### src/hdl/ljpe_pkg.sv
// ----------------------------------------------------------------------------
// ljpe_pkg
// shared types, widths and constants for the lennard-jones pair energy block
// ----------------------------------------------------------------------------
package ljpe_pkg;

    localparam int POS_W     = 32;   // q16.16 positions and parameters
    localparam int D_W       = 33;   // position difference
    localparam int LANE_W    = 21;   // one packed matrix entry
    localparam int ROW_W     = 63;   // three packed lanes
    localparam int S_W       = 35;   // fractional part, q.35
    localparam int W_W       = 36;   // wrapped fraction, signed
    localparam int V_W       = 60;   // cartesian accumulation
    localparam int R_W       = 31;   // cartesian component, q.16
    localparam int R_SHIFT   = 29;
    localparam int RSQ_W     = 57;   // squared distance, q.32
    localparam int SQ_W      = 64;   // sigma^2 and cutoff^2
    localparam int REM_W     = 58;   // divider remainder
    localparam int Q_W       = 22;   // quotient sigma^2/rsq, q.16
    localparam int Q2_W      = 28;
    localparam int Q3_W      = 34;
    localparam int Q_CAP_SH  = 6;    // quotient cap of 64 as a shift
    localparam int DIV_STEPS = 22;
    localparam int CNT_W     = 5;
    localparam int MA_W      = 37;   // multiplier operand a
    localparam int MB_W      = 34;   // multiplier operand b
    localparam int P_W       = MA_W + MB_W;
    localparam int E_W       = 64;   // q32.32 energy
    localparam int HL_W      = 63;   // partial products of the output scale
    localparam int DATA_W    = 64;
    localparam int ADDR_W    = 6;

    localparam logic signed [POS_W-1:0] PARAM_MIN   = 32'sd7;
    localparam logic [RSQ_W-1:0]        OVERLAP_RSQ = 57'd429497;
    localparam logic [S_W-1:0]          FRAC_HALF   = 35'h4_0000_0000;
    localparam logic [W_W-1:0]          FRAC_ONE    = 36'h8_0000_0000;
    localparam logic [E_W-1:0]          E_MAX       = 64'h7FFF_FFFF_FFFF_FFFF;
    localparam logic [E_W-1:0]          E_MIN       = 64'h8000_0000_0000_0000;

    typedef enum logic [2:0] {
        REG_CELL_A = 3'd0,
        REG_CELL_B = 3'd1,
        REG_CELL_C = 3'd2,
        REG_INV_A  = 3'd3,
        REG_INV_B  = 3'd4,
        REG_INV_C  = 3'd5,
        REG_SIG_CUT = 3'd6,
        REG_EPS    = 3'd7
    } t_reg_idx;

    typedef enum logic [3:0] {
        M_NONE, M_SIG, M_CUT, M_FRAC, M_CART, M_SQ, M_Q2, M_Q3, M_TERM, M_HI, M_LO
    } t_mul_op;

    typedef enum logic [3:0] {
        P_NONE, P_SIG, P_CUT, P_FRAC, P_CART, P_SQ, P_OVL, P_TMAX,
        P_DIV_INIT, P_DIV, P_Q2, P_Q3, P_TERM, P_ACC, P_HI, P_LO
    } t_post_op;

    typedef struct packed {
        t_mul_op          mul;
        t_post_op         post;
        logic [1:0]       row;
        logic [1:0]       col;
        logic [CNT_W-1:0] idx;
        logic             load;
        logic             fin;
    } t_cmd;

    typedef struct packed {
        logic valid;
        logic cut_out;
        logic tiny;
        logic big;
        logic q3_big;
        logic out_free;
    } t_status;

    typedef struct packed {
        logic [2:0][ROW_W-1:0] cell_row;
        logic [2:0][ROW_W-1:0] inv;
        logic [POS_W-1:0]      sig;
        logic [POS_W-1:0]      cut;
        logic [POS_W-1:0]      eps;
    } t_cfg;

    function automatic logic signed [LANE_W-1:0] lane_of(input logic [ROW_W-1:0] row,
                                                         input logic [1:0] k);
        return row[k*LANE_W +: LANE_W];
    endfunction

endpackage

### src/hdl/ljpe_ctrl.sv
// ----------------------------------------------------------------------------
// ljpe_ctrl
// sequencer that steps the datapath through one pair item
// ----------------------------------------------------------------------------
module ljpe_ctrl (
    input  logic              i_clk,
    input  logic              i_rst_n,
    input  logic              i_in_valid,
    input  logic              i_has_pair,
    input  logic              i_last_pair,
    output logic              o_in_ready,
    input  ljpe_pkg::t_status i_status,
    output ljpe_pkg::t_cmd    o_cmd
);
    import ljpe_pkg::*;

    typedef enum logic [4:0] {
        S_IDLE, S_SIG, S_CUT, S_FRAC, S_CART, S_SQ, S_DRAIN_SQ, S_CHECK,
        S_DIV, S_DRAIN_DIV, S_Q2, S_DRAIN_Q2, S_Q3, S_DRAIN_Q3, S_Q3_CHECK,
        S_TERM, S_ACC, S_DONE, S_OUT_HI, S_OUT_LO, S_DRAIN_OUT, S_FIN
    } t_state;

    t_state           r_state;
    logic [1:0]       r_row;
    logic [1:0]       r_col;
    logic [CNT_W-1:0] r_cnt;
    logic             r_last;

    assign o_in_ready = (r_state == S_IDLE);

    always_comb begin
        o_cmd      = '0;
        o_cmd.row  = r_row;
        o_cmd.col  = r_col;
        o_cmd.idx  = r_cnt;
        unique case (r_state)
            S_IDLE:   o_cmd.load = i_in_valid;
            S_SIG: begin
                o_cmd.mul  = M_SIG;
                o_cmd.post = P_SIG;
            end
            S_CUT: begin
                o_cmd.mul  = M_CUT;
                o_cmd.post = P_CUT;
            end
            S_FRAC: begin
                o_cmd.mul  = M_FRAC;
                o_cmd.post = P_FRAC;
            end
            S_CART: begin
                o_cmd.mul  = M_CART;
                o_cmd.post = P_CART;
            end
            S_SQ: begin
                o_cmd.mul  = M_SQ;
                o_cmd.post = P_SQ;
            end
            S_CHECK: begin
                if (i_status.cut_out) begin
                    o_cmd.post = P_NONE;
                end else if (i_status.tiny) begin
                    o_cmd.post = P_OVL;
                end else if (i_status.big) begin
                    o_cmd.post = P_TMAX;
                end else begin
                    o_cmd.post = P_DIV_INIT;
                end
            end
            S_DIV:    o_cmd.post = P_DIV;
            S_Q2: begin
                o_cmd.mul  = M_Q2;
                o_cmd.post = P_Q2;
            end
            S_Q3: begin
                o_cmd.mul  = M_Q3;
                o_cmd.post = P_Q3;
            end
            S_Q3_CHECK: begin
                if (i_status.q3_big) begin
                    o_cmd.post = P_TMAX;
                end
            end
            S_TERM: begin
                o_cmd.mul  = M_TERM;
                o_cmd.post = P_TERM;
            end
            S_ACC:    o_cmd.post = P_ACC;
            S_OUT_HI: begin
                o_cmd.mul  = M_HI;
                o_cmd.post = P_HI;
            end
            S_OUT_LO: begin
                o_cmd.mul  = M_LO;
                o_cmd.post = P_LO;
            end
            S_FIN:    o_cmd.fin = i_status.out_free;
            default:  ;
        endcase
    end

    always_ff @(posedge i_clk) begin
        if (!i_rst_n) begin
            r_state <= S_IDLE;
            r_row   <= '0;
            r_col   <= '0;
            r_cnt   <= '0;
            r_last  <= 1'b0;
        end else begin
            unique case (r_state)
                S_IDLE: begin
                    r_row <= '0;
                    r_col <= '0;
                    if (i_in_valid) begin
                        r_last <= i_last_pair;
                        if (i_has_pair && i_status.valid) begin
                            r_state <= S_SIG;
                        end else if (i_last_pair) begin
                            r_state <= S_OUT_HI;
                        end
                    end
                end
                S_SIG: r_state <= S_CUT;
                S_CUT: r_state <= S_FRAC;
                S_FRAC, S_CART: begin
                    if (r_col == 2'd2) begin
                        r_col <= '0;
                        if (r_row == 2'd2) begin
                            r_row   <= '0;
                            r_state <= (r_state == S_FRAC) ? S_CART : S_SQ;
                        end else begin
                            r_row <= r_row + 2'd1;
                        end
                    end else begin
                        r_col <= r_col + 2'd1;
                    end
                end
                S_SQ: begin
                    if (r_row == 2'd2) begin
                        r_row   <= '0;
                        r_state <= S_DRAIN_SQ;
                    end else begin
                        r_row <= r_row + 2'd1;
                    end
                end
                S_DRAIN_SQ: r_state <= S_CHECK;
                S_CHECK: begin
                    if (i_status.cut_out || i_status.tiny) begin
                        r_state <= S_DONE;
                    end else if (i_status.big) begin
                        r_state <= S_ACC;
                    end else begin
                        r_cnt   <= CNT_W'(DIV_STEPS - 1);
                        r_state <= S_DIV;
                    end
                end
                S_DIV: begin
                    if (r_cnt == '0) begin
                        r_state <= S_DRAIN_DIV;
                    end else begin
                        r_cnt <= r_cnt - 1'b1;
                    end
                end
                S_DRAIN_DIV: r_state <= S_Q2;
                S_Q2:        r_state <= S_DRAIN_Q2;
                S_DRAIN_Q2:  r_state <= S_Q3;
                S_Q3:        r_state <= S_DRAIN_Q3;
                S_DRAIN_Q3:  r_state <= S_Q3_CHECK;
                S_Q3_CHECK:  r_state <= i_status.q3_big ? S_ACC : S_TERM;
                S_TERM:      r_state <= S_ACC;
                S_ACC:       r_state <= S_DONE;
                S_DONE:      r_state <= r_last ? S_OUT_HI : S_IDLE;
                S_OUT_HI:    r_state <= S_OUT_LO;
                S_OUT_LO:    r_state <= S_DRAIN_OUT;
                S_DRAIN_OUT: r_state <= S_FIN;
                S_FIN: begin
                    if (i_status.out_free) begin
                        r_state <= S_IDLE;
                    end
                end
                default: r_state <= S_IDLE;
            endcase
        end
    end

endmodule

### config.mk
export PLATFORM = sky130hd
export DESIGN_NAME = ljpe_ctrl
export DESIGN_NICKNAME = d
export VERILOG_FILES = /design/src/hdl/ljpe_pkg.sv /design/src/hdl/ljpe_ctrl.sv
export SDC_FILE = /design/constraint.sdc
export NUM_CORES = 1
export LEC_CHECK = 0
export BUFFER_PORTS_ARGS = -buffer_cell sky130_fd_sc_hd__buf_2
export CAP_MARGIN = 30
export CELL_PAD_IN_SITES_DETAIL_PLACEMENT = 0
export CELL_PAD_IN_SITES_GLOBAL_PLACEMENT = 2
export CORE_MARGIN = 5
export CORE_UTILIZATION = 32
export DETAILED_ROUTE_END_ITERATION = 8
export PLACE_DENSITY_LB_ADDON = 0.1
export SLEW_MARGIN = 10
export SYNTH_ARGS = -nofsm -noshare
export SYNTH_HDL_FRONTEND = slang
export SYNTH_SLANG_ARGS = --single-unit
### constraint.sdc
create_clock -name i_clk -period 5.11 [get_ports i_clk]
set_clock_uncertainty 0.05 [all_clocks]
set_input_delay 0.511 -clock i_clk [delete_from_list [all_inputs] [get_ports i_clk]]
set_output_delay 0.511 -clock i_clk [all_outputs]
set_load 0.005 [all_outputs]
== Word level (Yosys, flattened, before mapping) ==
Index checks and enable logic that the tools add are counted.
W data, S select, Z words.

* Input port bits: 11
* Word-level logic and storage cells: 84
* Register bits: 15
* Output and inout bits: 20

* Equality and inequality tests: 33
* Multiplexer cells: 31
* $add $sub $neg: 3
* Reduce and logical (&&, ||, !) cells: 12

{| class="wikitable"
|+ Operators by type and width
! cell !! count
|-
| $pmux W5 S21 || 1
|-
| $mux W5 || 15
|-
| $pmux W4 S14 || 1
|-
| $eq A5 B4 Y1 const B || 8
|-
| $pmux W4 S10 || 1
|-
| $eq A5 B5 Y1 const B || 6
|-
| $eq A5 B3 Y1 const B || 4
|-
| $ne A2 B2 Y1 const B || 9
|-
| $mux W4 || 3
|-
| $eq A5 B2 Y1 const B || 2
|-
| $logic_not A5 Y1 || 2
|-
| $pmux W5 S2 || 1
|-
| $reduce_and A7 Y1 || 1
|-
| $mux W2 || 3
|-
| $pmux W2 S3 || 1
|-
| $eq A5 B1 Y1 const B || 1
|-
| $sub A5 B1 Y5 const B || 1
|-
| $add A2 B1 Y2 const B || 2
|-
| $eq A2 B2 Y1 const B || 2
|-
| $pmux W2 S2 || 1
|-
| $reduce_and A2 Y1 || 2
|-
| $reduce_and A4 Y1 || 1
|-
| $reduce_bool A2 Y1 || 2
|-
| $mux W1 || 3
|-
| 6 further kinds || 6
|}

== Depth between registers and ports, before layout ==
Gate-level depths: netlist of the first run.

* Depth after elaboration: 5
* Gate-level depth with buffers: 7
* Gate-level depth less buffers: 7

== Least setup slack after synthesis of the first run ==
Ideal clock, no wire load.

* Kind: register to output
* From: reg r_state[2]
* To: out o_cmd[11] in the netlist's numbering
* Data required time: 4549 ps
* Slack: 3210 ps
* Arrival: 1339 ps
* Buffers on the path: 2
* Cell stages (with the launch flop): 7
* Cell sequence: dfxtp_1 buf_2 buf_2 nor3_1 a21oi_1 nor2_1 a211o_1

{| class="wikitable"
|+ RTL lines
! what !! RTL line !! source
|-
| from (decl) || ljpe_ctrl.sv:23 || <nowiki>t_state r_state;</nowiki>
|-
| from (signal assigned) || ljpe_ctrl.sv:129 || <nowiki>r_state <= (r_state == S_FRAC) ? S_CART : S_SQ;</nowiki>
|-
| from (signal assigned) || ljpe_ctrl.sv:168 || <nowiki>S_Q3_CHECK: r_state <= i_status.q3_big ? S_ACC : S_TERM;</nowiki>
|-
| from (signal assigned) || ljpe_ctrl.sv:171 || <nowiki>S_DONE: r_state <= r_last ? S_OUT_HI : S_IDLE;</nowiki>
|-
| to (decl) || ljpe_ctrl.sv:13 || <nowiki>output ljpe_pkg::t_cmd o_cmd</nowiki>
|}

==> results of run 1 <==
==> sequential cells by signal, summed over array words and instances, names as in the netlist <==
name	flops
r_cnt	5
r_col	2
r_last	1
r_row	2
r_state	5
==> logic make-up (layout without fill, tap and decap cells) <==
family	Yosys count	in the layout	synth area share (%)
buffers and inverters	17	40	5.73
AND/OR/NAND/NOR	89	89	39.4
multiplexers	1	1	0.727
adder cells (fa/ha/maj)	2	2	1.82
AO/OA/AOI/OAI	56	56	28.0
XOR/XNOR	4	4	2.55
flip-flops	15	15	21.8
==> through the flow <==
stage	area [sq um]	util (%)	power (uW)	std cells
after floorplan	1380	-	435	184
after global placement	1530	37.5	532	253
after detailed placement	1530	37.5	534	253
after CTS	1580	38.6	635	257
after global routing	1580	38.6	679	257
final	1580	38.6	630	257
==> critical path: cells and delay by family, from the launching register on <==
family	cells	cell delay, ns
buffers and inverters	1	0.10
DFF	1	0.87
and+or+nand+nor	4	1.10
==> path summary, 6_finish.rpt <==
kind                                 from                      end  slack (ns)  cells after the start
setup / recovery  r_state[0]$_SDFFE_PN0P_                o_cmd[14]        2.22                      5
setup reg to reg  r_state[2]$_SDFFE_PN0P_  r_state[1]$_SDFFE_PN0P_        2.84                      5
hold reg to reg     r_row[0]$_SDFFE_PN0P_    r_row[0]$_SDFFE_PN0P_        0.44                      2
hold / removal      r_row[0]$_SDFFE_PN0P_    r_row[0]$_SDFFE_PN0P_        0.44                      2
==> where the power goes <==
group,total [uW],switching (uW),leakage [uW],internal [uW]
registers,201,69.0,0.000122,132
clock network,97.2,42.0,0.0000228,55.2
logic,332,180,0.000498,151
total,630,291,0.000643,339
==> per-layer routing <==
metal  up-vias  track usage, %
met1       679            19.1
li1        717               -
met2        47            25.0
met4         0            6.41
met3         8           0.792
met5         -               0
==> cell usage after synthesis (all sizes together) (2+ instances only) <==
cell	n	area share, %
nor2	23	6.3
a21oi	18	6.5
dfxtp	15	22
nand2	11	3.0
nor3	11	5.5
o21ai	10	3.6
nor2b	9	4.1
buf	8	3.3
nand2b	8	4.2
or3	7	3.9
inv	6	1.6
a31oi	4	1.8
a211oi	3	2.4
and2	3	1.4
clkbuf	3	0.82
nand3	3	1.1
nor4	3	2.9
or2	3	1.4
a211o	2	1.3
a21o	2	1.1
ha	2	1.8
nand3b	2	1.1
nor3b	2	1.1
o21a	2	1.1
o22ai	2	0.91
or4	2	1.1
xnor2	2	1.3
xor2	2	1.3
==> area by class of cell <==
class	count	area share [%]
clock buffers	4	2.85
inverters	6	1.43
multi-input cells	152	63.2
flip-flops and latches	15	19.0
well taps	50	3.97
repair buffers	30	9.52
==> impl_metrics.csv, run 1 <==
group,metric,value,unit
critical_path,cp_data_required_time,4.55,ns
placed_design,preCtsSetupSlack,2.51,ns
yosys,async_flop_share,0,%
clocking,cts.path.max_buffers,2,
critical_path,worst-endpoint-arrival,2.33,ns
critical_path,critical-path-slowest-cell,"dfxtp_1",
grt,grt_antenna_before_repair,0,
critical_path,peak_fanout_along_the_critical_path,24,
yosys,synth_cells,184,
route,met3_length,136,um
pwr,static-leakage-power,0.000643,uW
clocking,clk_pin_slew_worst_paths,0.06,ns
clocking,cts_tree,"done",
final_layout,layout.filler_cells,454,
yosys,postSynthAreaPerCell,7.48,sq um
route,wl_per_instance,16.0,um
yosys,synth.distinct_cells,54,
final_layout,fraction_of_layout_cells_with_a_size_suffix_above_1,24.6,%
placed_design,place_congestion,0.882,
clocking,cts_inserted_buffers,3,
critical_path,slowest_delay,0.87,ns
die,floorplan.rows,23,
timing,final_period_minus_worst_setup_slack,2.89,ns
route,route.antenna.remaining_nets,0,
final_layout,layout_common_cells,"30 x buf_2, 23 x nor2_1, 18 x a21oi_1",
route,first_pass_iters,4,
route,detailroute.via_count,1451,
die,overall_die_height,75.6,um
route,dr.max_layer_used,"met4",
yosys,synth_warn,0,
timing,setup_viol,0,
final_layout,antenna_cells_inserted,0,
timing,relSlewSlack,39.3,%
timing,max_slew.worst_pin.slew,0.910,ns
final_layout,synthToLayoutAreaGrowth,14.6,%
route,detail_route.drc_violations,0,
timing,hold_slack,0.435,ns
clocking,post_cts_resize_count,0,
die,top_level_ports,31,
grt,grt_pass1_wl,6480,um
timing,totalNegativeSetupSlack,0,ns
route,starting_drc_count_in_detailed_routing,78,
clocking,depth_of_the_cts_h_tree,1,
critical_path,timing.critical_path.from_type,"register",
die,coreArea,4090,sq um
die,initial_utilization,33.7,%
yosys,synth-seq-cells,15,
clocking,holdBufCountCts,0,
route,met1Wirelength,1910,um
timing,grt_setup_unrepaired,"no",
route,drt-vias-per-instance,5.65,
die,die_area,5710,sq um
final_layout,multi_input_comb_area,997,sq um
placed_design,detailed_place_hpwl,3050,um
timing,finalHoldViolCount,0,
clocking,clockRootBuffer,"clkbuf_8",
critical_path,timing.setup.critical_path_class,"register to primary output",
pwr,power_per_cell_area,399,nW/um^2
clocking,buffers_inserted_by_post_cts_timing_repair,0,
grt,gr-usage-all-layers,14.7,%
clocking,tritoncts_num_sinks,15,
critical_path,worstSetupEndpointType,"primary output",
yosys,yosys_most_used_dff,"dfxtp_1",
placed_design,port-buffer-count,30,
route,postRouteWirelength,4110,um
min_path,hold_path.class,"register to register",
clocking,worst_skew_pair.late_latency,0.25,ns
route,met2_routed_wirelength,1980,um
job,max-cap-violations,0,
yosys,synth.cell_area,1380,sq um
final_layout,ff_latch_area,300,sq um
grt,grt_ovf,0,
final_layout,final_net_count,221,
die,die_width,75.6,um
timing,final-max-slew-violation-count,0,
grt,grt_max_degree,26,
pwr,worst_ir_drop_vdd,0.158,mV
final_layout,most_common_library_cell_in_the_layout_ignoring_fill_and_taps,"buf_2",
critical_path,cell_by_cell_listing_of_the_critical_path,"nand2_1 -> or3_4 -> nor4_4 -> or3_1 -> buf_2",
timing,period_share,56.5,%
grt,first_global_vias,1383,
yosys,yosysSeqAreaShare,21.8,%
yosys,postSynthNetCount,197,
timing,timing.fmax,346,MHz
status,status,"finished, final reports clean",
yosys,post_synth_edffs,0,
timing,timing.final.ws_setup,2.22,ns
Note: power is estimated with default switching activity, not from simulation.
==> inputs of run 2 (changes only) <==
- ABC_AREA: default -> 1
- CORE_UTILIZATION: 32 -> 28
- clock period: 5.11 -> 2.7 ns (I/O delays scaled with it)
==> impl_metrics.csv, run 2 <==
group,metric,value,unit
status,status,"finished, final reports clean",
clocking,clockRootBuffer,"clkbuf_8",
die,overall_die_height,79.6,um
grt,first_global_vias,1372,
yosys,post_synth_edffs,0,
final_layout,synthToLayoutAreaGrowth,19.7,%
critical_path,critPathLaunch,"r_state[4]$_SDFFE_PN0P_",
pwr,cell_internal_pwr,713,uW
route,first_pass_iters,4,
route,wl_per_instance,12.9,um
critical_path,r2r-start,"r_state[4]$_SDFFE_PN0P_",
grt,gr-usage-all-layers,13.2,%
route,postRouteWirelength,4000,um
clocking,post_cts_resize_count,0,
clocking,depth_of_the_cts_h_tree,1,
placed_design,detailed_place_hpwl,3320,um
critical_path,cp_data_required_time,2.38,ns
pwr,switchingPower,756,uW
die,coreArea,4720,sq um
pwr,combinationalPowerShare,64.5,%
timing,totalNegativeSetupSlack,0,ns
route,detailroute.via_count,1396,
yosys,library_cell_occupying_the_most_area_in_the_post_synthesis_netlist,"dfxtp_1",
yosys,yosys_most_used_dff,"dfxtp_1",
clocking,holdBufCountCts,0,
timing,relSlewSlack,66.8,%
job,max-cap-violations,0,
grt,grt_ovf,0,
clocking,cts_inserted_buffers,3,
final_layout,layout_common_cells,"37 x nand2_1, 30 x buf_2, 28 x inv_1",
timing,max_slew.worst_pin.slew,0.497,ns
yosys,netlist_top_cells_area,"dfxtp_1 22%, nand2_1 10%, inv_1 7.8%",
critical_path,worstSetupEndpoint,"o_cmd[12]",
critical_path,regToRegEndpoint,"r_state[1]$_SDFFE_PN0P_",
pwr,total_power,1470,uW
die,initial_utilization,28.7,%
yosys,synth_top_cells_by_count,"37 x nand2_1, 28 x inv_1, 24 x nor2_1",
critical_path,worstSetupEndpointType,"primary output",
route,starting_drc_count_in_detailed_routing,53,
placed_design,place_congestion,0.841,
route,route.antenna.remaining_nets,0,
clocking,buffers_inserted_by_post_cts_timing_repair,0,
timing,finalHoldViolCount,0,
critical_path,ff2ff_path_depth,9,
yosys,async_flop_share,0,%
clocking,tritoncts_num_sinks,15,
grt,grt_pass1_wl,6560,um
yosys,postSynthNetCount,224,
route,detail_route.drc_violations,0,
min_path,hold_path.class,"primary input to register",
pwr,static-leakage-power,0.000830,uW
final_layout,antenna_cells_inserted,0,
final_layout,final_net_count,257,
yosys,yosysSeqAreaShare,22.2,%
final_layout,layout_top_registers,"r_cnt x5, r_state x5",
critical_path,worst-endpoint-arrival,1.95,ns
grt,grt_max_degree,12,
clocking,clk_pin_slew_worst_paths,0.06,ns
timing,hold_slack,0.277,ns
yosys,yosysMostFrequentCell,"nand2_1",
pwr,worst_ir_drop_vdd,0.282,mV
die,floorplan.rows,25,
pwr,clock_group_share_of_total_power,12.4,%
die,die_area,6330,sq um
critical_path,timing.setup.critical_path_class,"register to primary output",
pwr,power_per_cell_area,906,nW/um^2
clocking,cts_tree,"done",
pwr,switching_share,51.4,%
timing,setup_viol,0,
timing,final-max-slew-violation-count,0,
final_layout,most_common_library_cell_in_the_layout_ignoring_fill_and_taps,"nand2_1",
yosys,netlist.area_leader.share,22.2,%
critical_path,timing.critical_path.from_type,"register",
die,top_level_ports,31,
die,die_width,79.6,um
final_layout,fraction_of_layout_cells_with_a_size_suffix_above_1,28.8,%
yosys,synth_cells,211,
clocking,cts.path.max_buffers,2,
yosys,synth.cell_area,1360,sq um
placed_design,port-buffer-count,30,
timing,grt_setup_unrepaired,"no",
timing,final_period_minus_worst_setup_slack,2.27,ns
yosys,synth_warn,0,
yosys,postSynthAreaPerCell,6.42,sq um
yosys,synth.distinct_cells,36,
yosys,synth-seq-cells,15,
timing,period_share,84.2,%
critical_path,peak_fanout_along_the_critical_path,10,
route,drt-vias-per-instance,4.50,
grt,grt_antenna_before_repair,0,
final_layout,utilization_after_layout,34.3,%
timing,timing.fmax,440,MHz
clocking,worst_skew_pair.late_latency,0.24,ns
pwr,power.share.sequential,23.1,%
critical_path,timing.reg2reg.setup_slack,0.81,ns
[run 2: cell types whose count changed in the layout (fill, tap and decap cells not counted), sizes merged, moves of 5 or more]
cell,before,now
a21oi,18,13
inv,6,36
nand2,11,50
nand2b,8,0
nand3,3,16
nand4,0,7
nor2,23,35
nor2b,9,0
or3,7,1
[run 2: cell families after synthesis]
group | Yosys count | synth area share (%)
simple gates | 124 | 50.5
buf+inv | 38 | 11.1
flops | 15 | 22.2
fa+ha+maj | 2 | 1.85
compound gates | 32 | 14.4
[run 2: cell type report]
cell class / instances / area [sq um]
flip-flops and latches: 15 / 300
clock buffers: 4 / 45.0
fillers: 556 / 3100
well taps: 67 / 83.8
multi-input cells: 158 / 905
repair buffers: 30 / 150
inverters: 36 / 138
[run 2: routing by layer]
metal  up-vias  global-route usage (%)  routed length (um)
met3         4                    1.69                  93
li1        751                       -                   -
met4         0                    3.78                  41
met2        19                    23.6                2010
met5         -                       0                   0
met1       622                    16.4                1850
[run 2: power groups by stage]
| stage | clock network, uW | registers (uW) | logic, uW |
|---|---|---|---|
| after CTS | 196 | 340 | 964 |
| after detailed placement | 0 | 345 | 959 |
| after floorplan | 0 | 317 | 726 |
| after global placement | 0 | 344 | 979 |
| final | 182 | 339 | 948 |
| after global routing | 208 | 348 | 1070 |
[run 2: worst min-delay path by stage]
stage	startpoint	cells past startpoint	slack (ns)	end
2_1_floorplan	r_last$_SDFFE_PN0P_	2	0.38	r_last$_SDFFE_PN0P_
3_3_place_gp	r_last$_SDFFE_PN0P_	2	0.42	r_last$_SDFFE_PN0P_
3_5_place_dp	r_last$_SDFFE_PN0P_	2	0.42	r_last$_SDFFE_PN0P_
4_1_cts	i_last_pair	3	0.27	r_last$_SDFFE_PN0P_
5_1_grt	i_in_valid	3	0.31	r_last$_SDFFE_PN0P_
6_report	i_last_pair	3	0.28	r_last$_SDFFE_PN0P_
[run 2: metrics by stage]
step / setup slack [ns] / instances / instance area [sq um]
after floorplan: 1.17 / 211 / 1360
after global placement: 0.756 / 306 / 1580
after detailed placement: 0.717 / 306 / 1580
after CTS: 0.432 / 310 / 1620
after global routing: 0.261 / 310 / 1620
final: 0.426 / 310 / 1620
[run 2: worst max-delay path, stage by stage (launching register included)]
cell,delay [ns]
dfxtp_1,0.63
inv_2,0.19
nand2_4,0.18
nor2_1,0.10
inv_1,0.12
nand2_1,0.07
or3_1,0.29
buf_2,0.13
